===== src/rtl/core/decimal96_compare_macros.svh =====
// Assertion macros shared by the decimal96_compare RTL.
// Each macro expects signals named clock and reset in the using module.
`ifndef DECIMAL96_COMPARE_MACROS_SVH
`define DECIMAL96_COMPARE_MACROS_SVH

// Same-cycle implication, disabled while reset is high.
`define D96C_ASSERT_IMPL(label, ante, cons, msg) \
   label: assert property (@(posedge clock) disable iff (reset) (ante) |-> (cons)) \
      else $error(msg);

// Next-cycle implication, disabled while reset is high.
`define D96C_ASSERT_NEXT(label, ante, cons, msg) \
   label: assert property (@(posedge clock) disable iff (reset) (ante) |=> (cons)) \
      else $error(msg);

`endif


===== src/rtl/core/d96c_pkg.sv =====
// Package for decimal96_compare: payload structs, pipeline struct and constants.
// Used by d96c_cell, d96c_cmp and decimal96_compare; depends on nothing.
`default_nettype none

package d96c_pkg;

   localparam int MAG_W       = 96;
   localparam int MAG_LOW_W   = 64;
   localparam int MAG_HIGH_W  = 32;
   localparam int SCALE_W     = 5;
   localparam int MAX_SCALE   = 28;
   localparam int GUARD_W     = 4;

   typedef struct packed {
      logic [MAG_LOW_W-1:0]  left_mag_low;
      logic [MAG_HIGH_W-1:0] left_mag_high;
      logic [SCALE_W-1:0]    left_scale;
      logic                  left_negative;
      logic [MAG_LOW_W-1:0]  right_mag_low;
      logic [MAG_HIGH_W-1:0] right_mag_high;
      logic [SCALE_W-1:0]    right_scale;
      logic                  right_negative;
   } req_type;

   typedef struct packed {
      logic is_equal;
      logic is_not_equal;
      logic is_less;
      logic is_greater;
      logic is_less_or_equal;
      logic is_greater_or_equal;
   } rsp_type;

   typedef struct packed {
      logic [MAG_W-1:0]   left_mag;
      logic [MAG_W-1:0]   right_mag;
      logic [SCALE_W-1:0] steps;
      logic               align_left;
      logic               overflow;
      logic               both_zero;
      logic               left_negative;
      logic               right_negative;
   } pipe_type;

endpackage

`default_nettype wire


===== src/rtl/core/d96c_cell.sv =====
// One times-ten alignment cell of the decimal96_compare chain.
// Depends on d96c_pkg for the pipeline struct.
`default_nettype none

module d96c_cell (
   input  wire logic               clock,
   input  wire logic               reset,
   input  wire logic               in_valid,
   input  wire d96c_pkg::pipe_type in_pipe,
   output logic                    out_valid,
   output d96c_pkg::pipe_type      out_pipe
);

   localparam int PROD_W = d96c_pkg::MAG_W + d96c_pkg::GUARD_W;

   logic               valid_ff;
   d96c_pkg::pipe_type pipe_ff;
   d96c_pkg::pipe_type pipe_in;
   logic [d96c_pkg::MAG_W-1:0] mag_sel;
   logic [PROD_W-1:0]          mag_ext;
   logic [PROD_W-1:0]          product;

   always_comb begin
      mag_sel = in_pipe.align_left ? in_pipe.left_mag : in_pipe.right_mag;
      mag_ext = {{d96c_pkg::GUARD_W{1'b0}}, mag_sel};
      product = (mag_ext << 3) + (mag_ext << 1);
      pipe_in = in_pipe;
      if (in_pipe.steps != '0 && !in_pipe.overflow) begin
         if (product[PROD_W-1:d96c_pkg::MAG_W] != '0) begin
            pipe_in.overflow = 1'b1;
         end else begin
            pipe_in.steps = in_pipe.steps - d96c_pkg::SCALE_W'(1);
            if (in_pipe.align_left) begin
               pipe_in.left_mag = product[d96c_pkg::MAG_W-1:0];
            end else begin
               pipe_in.right_mag = product[d96c_pkg::MAG_W-1:0];
            end
         end
      end
   end

   always_ff @(posedge clock) begin
      if (reset) begin
         valid_ff <= 1'b0;
      end else begin
         valid_ff <= in_valid;
      end
      pipe_ff <= pipe_in;
   end

   assign out_valid = valid_ff;
   assign out_pipe  = pipe_ff;

endmodule

`default_nettype wire


===== config.mk =====
export PLATFORM = sky130hd
export DESIGN_NAME = d96c_cell
export DESIGN_NICKNAME = d
export VERILOG_FILES = /design/src/rtl/core/decimal96_compare_macros.svh /design/src/rtl/core/d96c_pkg.sv /design/src/rtl/core/d96c_cell.sv
export SDC_FILE = /design/constraint.sdc
export NUM_CORES = 1
export LEC_CHECK = 0
export BUFFER_PORTS_ARGS = -buffer_cell sky130_fd_sc_hd__buf_4
export CAP_MARGIN = 0
export CORE_ASPECT_RATIO = 0.7
export CORE_MARGIN = 2
export CORE_UTILIZATION = 48
export DETAILED_ROUTE_END_ITERATION = 7
export MAX_ROUTING_LAYER = met4
export PLACE_DENSITY = 0.74
export SYNTH_ARGS = -nofsm -noshare
export SYNTH_HDL_FRONTEND = slang
export SYNTH_SLANG_ARGS = --single-unit

===== constraint.sdc =====
create_clock -name clock -period 5.67 [get_ports clock]
set_input_delay 0.567 -clock clock [delete_from_list [all_inputs] [get_ports clock]]
set_output_delay 0.567 -clock clock [all_outputs]
set_load 0.1 [all_outputs]

After elaboration in Yosys (flattened, before gate mapping)
Index checks and enable logic that the tools add are counted.

Add/sub/neg operators: 2. Multiplexer cells: 7. Reduce and logical (&&, ||, !) cells: 4.

Operators by type and width (number): 197-bit two-way mux (2); 96-bit two-way mux (3); 99-bit by 97-bit adder with 100-bit output (1); 5-bit nonzero test (1); 5-bit by 1-bit subtractor with 5-bit output (second input constant) (1); 4-bit nonzero test (1); 1-bit two-way mux (2); 1-bit logical AND (1); 1-bit zero test (1).

Flip-flop bits (word level): 203. Bits of input ports: 205. Output and inout bits: 203.

Longest topological paths before layout
Depth after elaboration: 5. Mapped depth: 19. Depth with buffers taken out: 14.

Worst setup path after synthesis
No wires, ideal clock.

Kind: input -> register. Start point: input port in_pipe[4] (netlist name). End point: register pipe_ff (netlist bit out_pipe[163]). Setup time: 123 ps. Arrival time: 5276 ps. Data required time: 5547 ps. Path slack: 271 ps. Stages: 19. Buffers on the path: 6. Cells stage by stage: clkbuf_1 -> buf_1 -> clkbuf_1 -> mux2_2 -> ha_1 -> clkbuf_1 -> nand4_1 -> nor3_1 -> nand3_1 -> a211oi_1 -> nor4_4 -> o31ai_1 -> a41oi_1 -> xor2_1 -> o2111ai_4 -> nor4b_4 -> buf_4 -> buf_6 -> mux2_1.

RTL lines: start, declared (RTL line d96c_cell.sv:9) `input wire d96c_pkg::pipe_type in_pipe,`; end signal, assigned (RTL line d96c_cell.sv:48) `pipe_ff <= pipe_in;`; end, declared (RTL line d96c_cell.sv:17) `d96c_pkg::pipe_type pipe_ff;`.

==> flow_summary.json <==
{
  "period_needed_ps": 5250,
  "layout_common_cells": "buf_4 (444), mux2_2 (244), dfxtp_1 (203), a21oi_1 (144), nand2_1 (96)",
  "path_max_fanout": 54,
  "routabilityCongestion": 1.00,
  "fp.dieW_um": 205,
  "dieArea_um2": 29600,
  "rsz0062_at_grt": "no",
  "cts_buffer_depth": 3,
  "hold_depth": 1,
  "critPathRequiredTime_ps": 6070,
  "cts_max_level": 1,
  "post_drt_wl_per_cell_um": 20.8,
  "yosys.area.top_type": "dfxtp_1",
  "yosysWarnings": 0,
  "fmax_ghz": 0.190,
  "core_area_um2": 27800,
  "numCtsBuffers": 22,
  "fin_crit_sh": 0.927,
  "rows": 51,
  "crit_type": "input port to flop",
  "cts_tree": "built",
  "path_clk_slew_ps": 60,
  "worst_slack_ps": 417,
  "cts_root_buffer": "clkbuf_16",
  "mostFrequentLayoutCell": "buf_4",
  "drive_gt1_frac": 0.400,
  "grt_usage": 0.313,
  "crit_arrival_ps": 5660,
  "vias": 12900,
  "leakage_nw": 7.82,
  "ys_types": 71,
  "cp-start-kind": "input port",
  "dp_worst_setup_slack_ps": -260,
  "grt_max_degree": 55,
  "hold_violations": 0,
  "hold_class": "input port to flop",
  "synth_cells": 1445,
  "drt.antenna.violating_nets": 0,
  "fillCellCount": 2370,
  "worst_pin_slew_ps": 834,
  "synth-edff-count": 0,
  "postPlaceCellArea_um2": 17100,
  "setup_viol": 0,
  "synth_top_area_frac": 0.300,
  "syn_nets": 1746,
  "grt_overflow_total": 0,
  "clock-sinks": 203,
  "vias_per_cell": 5.76,
  "cp_slowest_cell": "or4b_1",
  "grt_pass1_vias": 12300,
  "peakVddDrop_mv": 0.211,
  "crit_path_end_kind": "flop",
  "synth_ff_type": "dfxtp_1",
  "grt_antenna_before_repair": 1,
  "status": "completed",
  "ys_top_cells_by_area": "dfxtp_1 (30%), mux2_2 (20%), ha_1 (8.8%)",
  "worst_path_largest_cell_delay_ps": 550,
  "powerDensity_nw_per_um2": 313,
  "hold_buffers": 0,
  "fin_nets": 2149,
  "fin_util": 0.643,
  "syn-cell-area_um2": 13500,
  "remaining_drc_errors": 0,
  "syn_area_per_cell_um2": 9.37,
  "ys_async_sr_fraction": 0,
  "area_delta_synth_final_pct": 31.9,
  "slew_headroom": 0.437,
  "drtIter0Drc": 982,
  "die_y_um": 145,
  "dp_hpwl_mm": 37.8,
  "port_buffers": 407,
  "grt_pass1_wl_mm": 70.2,
  "yosys_register_bits": 203,
  "cp_cell_sequence": "buf_6, buf_12, mux2_2, ha_1, and2_1, nand2_1, or4b_1, nor4_1, o211ai_1, o211ai_2, a41oi_2, nor3_2, o2111ai_4, nor4b_4, buf_12, mux2_2",
  "stdcell_area_um2": 17900,
  "drt-pass1-iter-count": 5,
  "start_util": 0.488,
  "maxSlewViolCount": 0,
  "yosysSeqAreaShare": 0.300,
  "pin_count": 408,
  "max_cap_violations": 0,
  "drt-total-wl_mm": 46.5,
  "cts_setup_buffers": 0
}
-- stage by stage --
| stage | power, mW | cells | setup TNS, ps | hold WS [ps] |
|---|---|---|---|---|
| finish | 5.59 | 2234 | 0 | 146 |
| detailed placement | 4.14 | 2195 | -31840 | 673 |
| global placement | 4.12 | 2195 | -17820 | 672 |
| global route | 5.84 | 2233 | 0 | 129 |
| CTS | 5.58 | 2232 | 0 | 131 |
| floorplan | 3.43 | 1445 | 0 | 595 |
-- worst max-delay path: cells and delay by family --
| kind | cells | cell delay, ps |
|---|---|---|
| adder cells (fa/ha/maj) | 1 | 420 |
| buffers and inverters | 3 | 990 |
| multiplexers | 2 | 790 |
| AND/OR/NAND/NOR | 6 | 1930 |
| AO/OA/AOI/OAI | 4 | 860 |
-- power breakdown --
group	internal [mW]	leakage (nW)	switching, mW
sequential	1.53	1.71	0.0351
combinational	0.813	5.76	1.78
clock	0.848	0.355	0.583
total	3.19	7.82	2.39
-- sequential cells by signal, summed over array words and instances (netlist names) --
name / flops
out_pipe: 202
out_valid: 1
-- routing by layer --
layer  vias up  track usage  wire (um)
met5         -            -          0
met1      6147        0.436      21500
met2       537        0.477      20400
met4         0       0.0481        631
li1       6146            -          -
met3        44       0.0620       3990
-- final cells by class --
cell class                      instances  area [um2]  area share
Multi-Input combinational cell       1143        9030       0.506
Sequential cell                       203        4060       0.228
Timing Repair Buffer                  452        3480       0.195
Clock buffer                           32         659      0.0369
Tap cell                              371         464      0.0260
Inverter                               26        97.6     0.00546
Clock inverter                          5        53.8     0.00301
Antenna cell                            2        5.00    0.000280
-- kinds of logic (layout without fill, tap and decap cells) --
family,Yosys count,count (layout),share of synthesized area
DFF,203,203,0.300
xor gates and xnor gates,93,93,0.0601
and+or+nand+nor,303,303,0.114
muxes,283,283,0.235
buffers and inverters,99,515,0.0328
other,0,2,0
adders and majority gates,96,96,0.0893
AOI/OAI and AO/OA,368,368,0.168
-- Yosys cell counts (13+ instances only) --
master	n
o21ai_0	81
nand3_1	13
dfxtp_1	203
inv_1	26
o21bai_1	17
xor2_1	38
buf_2	18
a21oi_1	144
mux2_1	37
xnor2_1	55
nand4_1	35
mux2_2	244
nor3_1	17
nand2_1	96
nor2b_1	17
nand2b_1	13
a21o_1	38
ha_1	95
nor2_1	66
clkbuf_1	40
-- worst paths after layout --
| path | end | from | slack, ps |
|---|---|---|---|
| worst max-delay path | out_pipe[151] | in_pipe[4] | 420 |
| worst min-delay path | out_pipe[0] | in_pipe[0] | 150 |
-- what timing repair did --
item / in CTS / in global routing
gates resized for setup: 0 / 1
endpoints found under the setup margin: 0 / 55
endpoints found under the hold margin: 0 / 0
No activity file was read; power rests on OpenSTA's default activity.
