**config.mk**
```make
export PLATFORM = sky130hd
export DESIGN_NAME = d96c_cmp
export DESIGN_NICKNAME = d
export VERILOG_FILES = /design/src/rtl/core/decimal96_compare_macros.svh /design/src/rtl/core/d96c_pkg.sv /design/src/rtl/core/d96c_cmp.sv
export SDC_FILE = /design/constraint.sdc
export NUM_CORES = 1
export LEC_CHECK = 0
export ABC_AREA = 0
export BUFFER_PORTS_ARGS = -buffer_cell sky130_fd_sc_hd__buf_4
export CAP_MARGIN = 15
export CORE_ASPECT_RATIO = 0.6
export CORE_MARGIN = 2
export CORE_UTILIZATION = 37
export DETAILED_ROUTE_END_ITERATION = 8
export PLACE_DENSITY = 0.78
export SYNTH_ARGS = -nofsm -noshare
export SYNTH_HDL_FRONTEND = slang
export SYNTH_SLANG_ARGS = --single-unit
```
**constraint.sdc**
```tcl
create_clock -name clock -period 1.9 [get_ports clock]
set_input_delay 0.095 -clock clock [delete_from_list [all_inputs] [get_ports clock]]
set_output_delay 0.095 -clock clock [all_outputs]
set_load 0.02 [all_outputs]
```
**src/rtl/core/decimal96_compare_macros.svh**
```systemverilog
// Assertion macros shared by the decimal96_compare RTL.
// Each macro expects signals named clock and reset in the using module.
`ifndef DECIMAL96_COMPARE_MACROS_SVH
`define DECIMAL96_COMPARE_MACROS_SVH

// Same-cycle implication, disabled while reset is high.
`define D96C_ASSERT_IMPL(label, ante, cons, msg) \
   label: assert property (@(posedge clock) disable iff (reset) (ante) |-> (cons)) \
      else $error(msg);

// Next-cycle implication, disabled while reset is high.
`define D96C_ASSERT_NEXT(label, ante, cons, msg) \
   label: assert property (@(posedge clock) disable iff (reset) (ante) |=> (cons)) \
      else $error(msg);

`endif

```
**src/rtl/core/d96c_pkg.sv**
```systemverilog
// Package for decimal96_compare: payload structs, pipeline struct and constants.
// Used by d96c_cell, d96c_cmp and decimal96_compare; depends on nothing.
`default_nettype none

package d96c_pkg;

   localparam int MAG_W       = 96;
   localparam int MAG_LOW_W   = 64;
   localparam int MAG_HIGH_W  = 32;
   localparam int SCALE_W     = 5;
   localparam int MAX_SCALE   = 28;
   localparam int GUARD_W     = 4;

   typedef struct packed {
      logic [MAG_LOW_W-1:0]  left_mag_low;
      logic [MAG_HIGH_W-1:0] left_mag_high;
      logic [SCALE_W-1:0]    left_scale;
      logic                  left_negative;
      logic [MAG_LOW_W-1:0]  right_mag_low;
      logic [MAG_HIGH_W-1:0] right_mag_high;
      logic [SCALE_W-1:0]    right_scale;
      logic                  right_negative;
   } req_type;

   typedef struct packed {
      logic is_equal;
      logic is_not_equal;
      logic is_less;
      logic is_greater;
      logic is_less_or_equal;
      logic is_greater_or_equal;
   } rsp_type;

   typedef struct packed {
      logic [MAG_W-1:0]   left_mag;
      logic [MAG_W-1:0]   right_mag;
      logic [SCALE_W-1:0] steps;
      logic               align_left;
      logic               overflow;
      logic               both_zero;
      logic               left_negative;
      logic               right_negative;
   } pipe_type;

endpackage

`default_nettype wire

```
**src/rtl/core/d96c_cmp.sv**
```systemverilog
// Final compare stage of decimal96_compare: orders the aligned magnitudes
// and registers all six relations. Depends on d96c_pkg.
`default_nettype none

module d96c_cmp (
   input  wire logic               clock,
   input  wire logic               reset,
   input  wire logic               in_valid,
   input  wire d96c_pkg::pipe_type in_pipe,
   output logic                    rsp_valid,
   output d96c_pkg::rsp_type       rsp_data
);

   logic              valid_ff;
   d96c_pkg::rsp_type rsp_ff;
   d96c_pkg::rsp_type rsp_in;
   logic              mag_gt;
   logic              mag_lt;
   logic              less;
   logic              greater;

   always_comb begin
      if (in_pipe.overflow) begin
         mag_gt = in_pipe.align_left;
         mag_lt = !in_pipe.align_left;
      end else begin
         mag_gt = in_pipe.left_mag > in_pipe.right_mag;
         mag_lt = in_pipe.left_mag < in_pipe.right_mag;
      end
      if (in_pipe.both_zero) begin
         less    = 1'b0;
         greater = 1'b0;
      end else if (in_pipe.left_negative != in_pipe.right_negative) begin
         less    = in_pipe.left_negative;
         greater = !in_pipe.left_negative;
      end else if (in_pipe.left_negative) begin
         less    = mag_gt;
         greater = mag_lt;
      end else begin
         less    = mag_lt;
         greater = mag_gt;
      end
      rsp_in.is_equal            = !less && !greater;
      rsp_in.is_not_equal        = less || greater;
      rsp_in.is_less             = less;
      rsp_in.is_greater          = greater;
      rsp_in.is_less_or_equal    = !greater;
      rsp_in.is_greater_or_equal = !less;
   end

   always_ff @(posedge clock) begin
      if (reset) begin
         valid_ff <= 1'b0;
      end else begin
         valid_ff <= in_valid;
      end
      rsp_ff <= rsp_in;
   end

   assign rsp_valid = valid_ff;
   assign rsp_data  = rsp_ff;

endmodule

`default_nettype wire

```
======== Word level (Yosys, flattened, before mapping) ========
Index checks and enable logic that the tools add are counted.
word-level totals
  word-level logic and storage cells ...... 24
  bits of input ports ..................... 205
  output and inout bits ................... 7
  flip-flop bits (word level) ............. 7
operators by class
  reductions and logical operators ........ 6
  eq/ne operators ......................... 1
  $lt $le $gt $ge ......................... 2
  mux-type cells .......................... 8
operators by type and width
  operator                     number
  96-bit > comparator          1
  96-bit less-than comparator  1
  1-bit 2-to-1 mux             8
  1-bit zero test              4
  1-bit logical AND            1
  1-bit logical OR             1
  1-bit inequality test        1

======== Depth between registers and ports, before layout ========
Gate-level depths: netlist of run 1.
  depth in word-level cells ............... 7
  depth in mapped cells ................... 9

======== Least setup slack after synthesis of run 1 ========
OpenSTA, ideal clock, no wires.
  path kind ............................... in2reg
  start ................................... input port in_pipe[65] in the netlist's numbering
  end ..................................... register rsp_ff, in the netlist rsp_data[1]
  library setup time ...................... 0.122 ns
  setup slack ............................. -0.207 ns
  path buffers ............................ 0
  cell stages on the path ................. 8
  arrival ................................. 1.985 ns
  cells stage by stage .................... inv_1 -> ha_1 -> nand4_1 -> or4_4 -> nor3b_2 -> o211ai_1 -> a211o_2 -> a221o_1
RTL lines
  what                    line            RTL
  start: declaration      d96c_cmp.sv:9   input wire d96c_pkg::pipe_type in_pipe,
  end signal: assignment  d96c_cmp.sv:57  rsp_ff <= rsp_in;
  end: declaration        d96c_cmp.sv:15  d96c_pkg::rsp_type rsp_ff;

==> results of run 1 <==
## metal layers
layer	vias to the layer above	global-route usage, %
met5	-	0
met4	0	3.66
met3	12	3.30
met2	122	45.6
met1	1529	27.4
li1	1810	-
## worst max-delay path by stage
stage                           start             endpoint  slack (ps)  cells after the start
after floorplan           in_pipe[67]  rsp_data[0]$_DFF_P_        -140                      8
after global placement    in_pipe[67]  rsp_data[0]$_DFF_P_        -470                      9
after detailed placement  in_pipe[67]  rsp_data[0]$_DFF_P_        -510                      9
after CTS                 in_pipe[68]  rsp_data[1]$_DFF_P_        -220                      9
after global routing      in_pipe[24]  rsp_data[1]$_DFF_P_        -320                     11
final                     in_pipe[68]  rsp_data[1]$_DFF_P_        -230                      9
## sequential cells by signal (all words and copies together), names as in the netlist
register and cells:
rsp_valid 1, rsp_data 6
## critical path: stages
cell and delay, ps:
buf_6 80, inv_4 30, ha_4 250, nand4_1 170
or4_4 590, nor3b_2 170, o211ai_1 160, a211o_2 400
a221o_1 300
## cell families after synthesis
kind of cell    count (synthesis)
buf+inv                       101
fa+ha+maj                      96
compound gates                 86
simple gates                   83
flops                           7
xor+xnor                        1
## Yosys cell counts
cell       number  area, um^2
ha_1           96        1200
a21o_1          5        37.5
o211ai_1        2        15.0
dfxtp_1         7         140
o21a_1          2        15.0
nor2b_1         7        43.8
o41a_1          3        33.8
o31a_1          1        8.76
xor2_1          1        8.76
a2bb2oi_1       1        8.76
a21oi_1        42         210
nand2_1        21        78.8
a211oi_1        2        15.0
and4b_1         1        10.0
nor3b_2         1        12.5
a211o_2         1        10.0
nand4_1        23         144
o21ai_0        14        70.1
o31ai_1         1        7.51
a221oi_1        5        43.8
nand3_1        11        55.1
nor2_1          7        26.3
a2111oi_0       1        8.76
a21boi_0        1        7.51
a31o_2          1        8.76
nor4_1          4        25.0
inv_1         101         379
nor3_1          7        35.0
a31oi_1         1        6.26
or4_4           1        11.3
a221o_1         3        30.0
## final cells by class
| type | count | area, um^2 |
|---|---|---|
| clock buffer | 3 | 75.1 |
| clock inverter | 1 | 5.00 |
| fill | 591 | 2170 |
| inverter | 101 | 399 |
| multi-input combinational | 266 | 2420 |
| sequential | 7 | 140 |
| tap | 91 | 114 |
| timing repair buffer | 240 | 1860 |
## power groups by stage
stage                     Sequential, uW  Combinational [uW]  Clock (uW)
after global placement               164                 875           0
final                                162                 988         366
after CTS                            162                 960         373
after global routing                 163                1100         379
after detailed placement             165                 917           0
after floorplan                      178                 390           0
## through the flow
| step | hold slack (ps) | area [um^2] | setup WS, ps | setup TNS, ps |
|---|---|---|---|---|
| floorplan | 164 | 2800 | -143 | -393 |
| global placement | 257 | 4700 | -472 | -2450 |
| CTS | 14.8 | 4940 | -216 | -861 |
| finish | 15.2 | 5010 | -226 | -922 |
| detailed placement | 260 | 4700 | -513 | -2740 |
| global route | 18.8 | 5010 | -324 | -1510 |
## timing repair
item                                    in CTS  in global routing
endpoints found under the setup margin       6                  6
buffers inserted                             2                  0
resized for setup                           33                 15
pin swaps                                   19                 11
==> impl_metrics.env, run 1 <==
export IMPL_status="complete, but fails checks"
export IMPL_violations="negative setup slack"
export IMPL_syn_num_nets=675
export IMPL_drt_iter0_drc=103
export IMPL_max_freq_mhz=470
export IMPL_wl_met1_um=4150
export IMPL_wire_per_inst_um=13.9
export IMPL_power_density_nw_per_um2=303
export IMPL_detail_route_first_pass_iterations=4
export IMPL_drc=0
export IMPL_die_area_um2=8040
export IMPL_power_switching_uw=503
export IMPL_dp_hpwl_um=8570
export IMPL_final_cell_mix="buf_4, inv_1, ha_1, a21oi_1, nand4_1"
export IMPL_yosysUniqueCellTypes=31
export IMPL_ctsLongestPathBuffers=2
export IMPL_synth_area_um2=2710
export IMPL_power_leakage_uw=0.00285
export IMPL_wl_met3_um=590
export IMPL_p_comb_share_pct=65.2
export IMPL_post_drt_via_cell_ratio=4.90
export IMPL_postRouteAntennaNets=0
export IMPL_endpoint_kind="flip-flop"
export IMPL_dp_cells=703
export IMPL_finalHoldViolations=0
export IMPL_period_needed_ps=2130
export IMPL_switching_share_pct=33.2
export IMPL_ioPinCount=212
export IMPL_cts_made_buffers=3
export IMPL_overflow=0
export IMPL_htree_num_levels=1
export IMPL_cp_arrival_ps=2240
export IMPL_critical_path_class="input port to flip-flop"
export IMPL_slew_headroom_pct=72.9
export IMPL_cts_tree="yes"
export IMPL_vias=3473
export IMPL_grt_pass1_wl_um=15600
export IMPL_p_seq_share_pct=10.7
export IMPL_grt_pass1_vias=3685
export IMPL_top_layer_used="met4"
export IMPL_wl_met2_um=5000
export IMPL_hold_class="input port to flip-flop"
export IMPL_io_buffers=206
export IMPL_syn_to_final_growth_pct=85.0
export IMPL_intPower_uw=1010
export IMPL_start_util_pct=37.7
export IMPL_worst_ir_drop_vdd_v=0.000259
export IMPL_yosys_area_share_xor_xnor_pct=0.323
export IMPL_synthAdderAreaFrac_pct=44.4
export IMPL_grt_max_degree=7
export IMPL_final_common_cell="buf_4"
export IMPL_core_region_area_um2=7180
export IMPL_synthMuxAreaShare_pct=0
export IMPL_finalSetupViolations=6
export IMPL_ys_seq_elements=7
export IMPL_synth_seq_area_share_pct=5.18
export IMPL_timing_final_crit_share_pct=112
export IMPL_die_h_um=70.3
export IMPL_drt_total_wl_um=9850
export IMPL_clk_pin_slew_ps=40
export IMPL_cts_hold_buf=0
export IMPL_setup_worst_path_start_class="input port"
export IMPL_synth_top_family_by_area="adder cells"
export IMPL_final_cells=709
export IMPL_final_util_pct=69.8
export IMPL_worstPathRequired_ps=2020
export IMPL_rsz0062_at_grt="yes"
export IMPL_cts_root_buf="clkbuf_16"
export IMPL_power_frac_clock_pct=24.1
export IMPL_n_antenna_cell=0
export IMPL_fin_nets=920
export IMPL_worstHoldStart="reset"
export IMPL_fin_ws_ps=-226
export IMPL_drive_above_1_share_pct=46.1
export IMPL_synth_compound_area_share_pct=19.8
export IMPL_slew_viol_final=0
export IMPL_synth_cells=374
export IMPL_cap_violations=0
export IMPL_worstMarginPinSlew_ps=396
export IMPL_yosysWarningCount=0
export IMPL_p_total_uw=1520
export IMPL_place_gp_congestion=0.873
export IMPL_cts_sinks=7
export IMPL_cp_max_fo=4
export IMPL_num_rows=24
export IMPL_antenna_found_initial=0
export IMPL_dieWidth_um=114
export IMPL_holdPathEnd="rsp_valid$_SDFF_PP0_"
export IMPL_whs_path_depth=2
export IMPL_avgSynthCellArea_um2=7.24
export IMPL_synth_simple_gate_area_share_pct=16.3
export IMPL_grt_usage_pct=23.4
(Power assumes the default switching activity.)
==> run 2: changes to the inputs <==
--- a/config.mk
+++ b/config.mk
@@ -10,9 +10,9 @@
 export CAP_MARGIN = 15
 export CORE_ASPECT_RATIO = 0.6
 export CORE_MARGIN = 2
-export CORE_UTILIZATION = 37
+export CORE_UTILIZATION = 35
 export DETAILED_ROUTE_END_ITERATION = 8
-export PLACE_DENSITY = 0.78
+export PLACE_DENSITY = 0.74
 export SYNTH_ARGS = -nofsm -noshare
 export SYNTH_HDL_FRONTEND = slang
 export SYNTH_SLANG_ARGS = --single-unit
==> impl_metrics.env, run 2 (synthesized netlist as in run 1, its figures left out) <==
export IMPL_status="complete, but fails checks"
export IMPL_violations="negative setup slack"
export IMPL_post_place_ws_ps=-460
export IMPL_critPathCapture="rsp_data[1]$_DFF_P_"
export IMPL_ff_latch_area_um2=140
export IMPL_power_leakage_uw=0.00289
export IMPL_die_area_um2=8480
export IMPL_period_needed_ps=2030
export IMPL_critical_path_class="input port to flip-flop"
export IMPL_fin_nets=929
export IMPL_final_common_cell="buf_4"
export IMPL_dpl_cell_area_um2=4730
export IMPL_cts_sinks=7
export IMPL_fin_ws_ps=-133
export IMPL_wire_per_inst_um=13.7
export IMPL_cts_tree="yes"
export IMPL_n_antenna_cell=0
export IMPL_ioPinCount=212
export IMPL_max_freq_mhz=492
export IMPL_power_density_nw_per_um2=297
export IMPL_dp_hpwl_um=8650
export IMPL_cp_depth=8
export IMPL_start_util_pct=36.7
export IMPL_dieWidth_um=118
export IMPL_crit_path_top_delay_cell="or4_4"
export IMPL_vias=3535
export IMPL_rsz0062_at_grt="yes"
export IMPL_slowest_delay_ps=570
export IMPL_finalInstanceArea_um2=5350
export IMPL_drt_iter0_drc=54
export IMPL_ctsLongestPathBuffers=2
export IMPL_critPathTopFamily="simple AND/OR/NAND/NOR gates"
export IMPL_grt_max_degree=7
export IMPL_syn_to_final_growth_pct=97.6
export IMPL_finalHoldViolations=0
export IMPL_crit_path_start="in_pipe[155]"
export IMPL_grt_usage_pct=22.5
export IMPL_cap_violations=0
export IMPL_multi_input_area_um2=2650
export IMPL_drc=0
export IMPL_worst_ir_drop_vdd_v=0.000237
export IMPL_slew_viol_final=0
export IMPL_cp_arrival_ps=2150
export IMPL_die_h_um=72.1
export IMPL_htree_num_levels=1
export IMPL_grt_pass1_wl_um=16000
export IMPL_overflow=0
export IMPL_dp_cells=719
export IMPL_hold_class="input port to flip-flop"
export IMPL_nFillCells=580
export IMPL_slew_headroom_pct=75.3
export IMPL_worstPathCellList="buf_4 -> ha_4 -> nand4_1 -> or4_4 -> nor3b_2 -> o211ai_1 -> a211o_2 -> a221o_1"
export IMPL_post_drt_via_cell_ratio=4.84
export IMPL_critPathBufInv=1
export IMPL_setup_worst_path_start_class="input port"
export IMPL_clk_pin_slew_ps=40
export IMPL_detail_route_first_pass_iterations=4
export IMPL_final_cell_mix="buf_4, inv_1, ha_1, a21oi_1, ha_4"
export IMPL_final_cells=731
export IMPL_num_rows=24
export IMPL_timing_final_crit_share_pct=107
export IMPL_cts_made_buffers=3
export IMPL_worstHoldStart="reset"
export IMPL_core_region_area_um2=7390
export IMPL_antenna_found_initial=0
export IMPL_finalSetupViolations=5
export IMPL_drt_total_wl_um=10000
export IMPL_worstPathRequired_ps=2020
export IMPL_grt_pass1_vias=3653
export IMPL_drive_above_1_share_pct=52.3
export IMPL_worstMarginPinSlew_ps=370
export IMPL_endpoint_kind="flip-flop"
export IMPL_cp_max_fo=4
export IMPL_cts_root_buf="clkbuf_16"
export IMPL_io_buffers=206
export IMPL_largest_reg_flops=6
export IMPL_postRouteAntennaNets=0
export IMPL_place_gp_congestion=0.895
[run 2: cell count changes in the layout (fill, tap and decap cells not counted), moves of 3 or more]
cell,change
ha_1,-15
ha_4,+15
inv_1,-11
inv_2,+8
buf_4,+5
buf_6,+4
inv_4,+3
[run 2: power by group]
group / total, uW / internal (uW) / switching, uW
logic: 1060 / 626 / 439
registers: 162 / 159 / 3.23
clock network: 362 / 277 / 85.2
total: 1590 / 1060 / 527
[run 2: layout make-up]
type	instances	share of cell area, %
multi-input cells	266	49.6
repair buffers	249	36.3
inverters	101	7.60
flip-flops and latches	7	2.62
well taps	104	2.43
clock buffers	3	1.40
clock inverters	1	0.0935
[run 2: how the worst min path moves through the flow]
stage | end | slack, ps | cells after the start
3_3_place_gp | rsp_valid$_SDFF_PP0_ | 250 | 2
3_5_place_dp | rsp_valid$_SDFF_PP0_ | 250 | 2
2_1_floorplan | rsp_data[4]$_DFF_P_ | 160 | 1
6_report | rsp_valid$_SDFF_PP0_ | 10 | 2
5_1_grt | rsp_valid$_SDFF_PP0_ | 20 | 2
4_1_cts | rsp_valid$_SDFF_PP0_ | 10 | 2
[run 2: through the flow]
step	util [%]	setup TNS, ps	hold slack [ps]	power, uW
floorplan	-	-393	164	568
global placement	64.1	-2140	251	1050
detailed placement	64.1	-2450	255	1090
CTS	70.1	-558	14.5	1540
global route	72.4	-908	23.1	1720
finish	72.4	-470	14.7	1590
[run 2: what timing repair did]
action                     in CTS  in global routing
gates resized for setup        63                 28
hold buffers                    0                  0
buffers inserted                5                  3
pin swaps                      36                 32
setup endpoints to repair       6                  6
[run 2: metal layers]
metal | track usage [%] | wire length (um)
met5 | 0 | 0
met4 | 4.69 | 147
met3 | 4.72 | 739
met2 | 44.1 | 5100
met1 | 25.6 | 4050
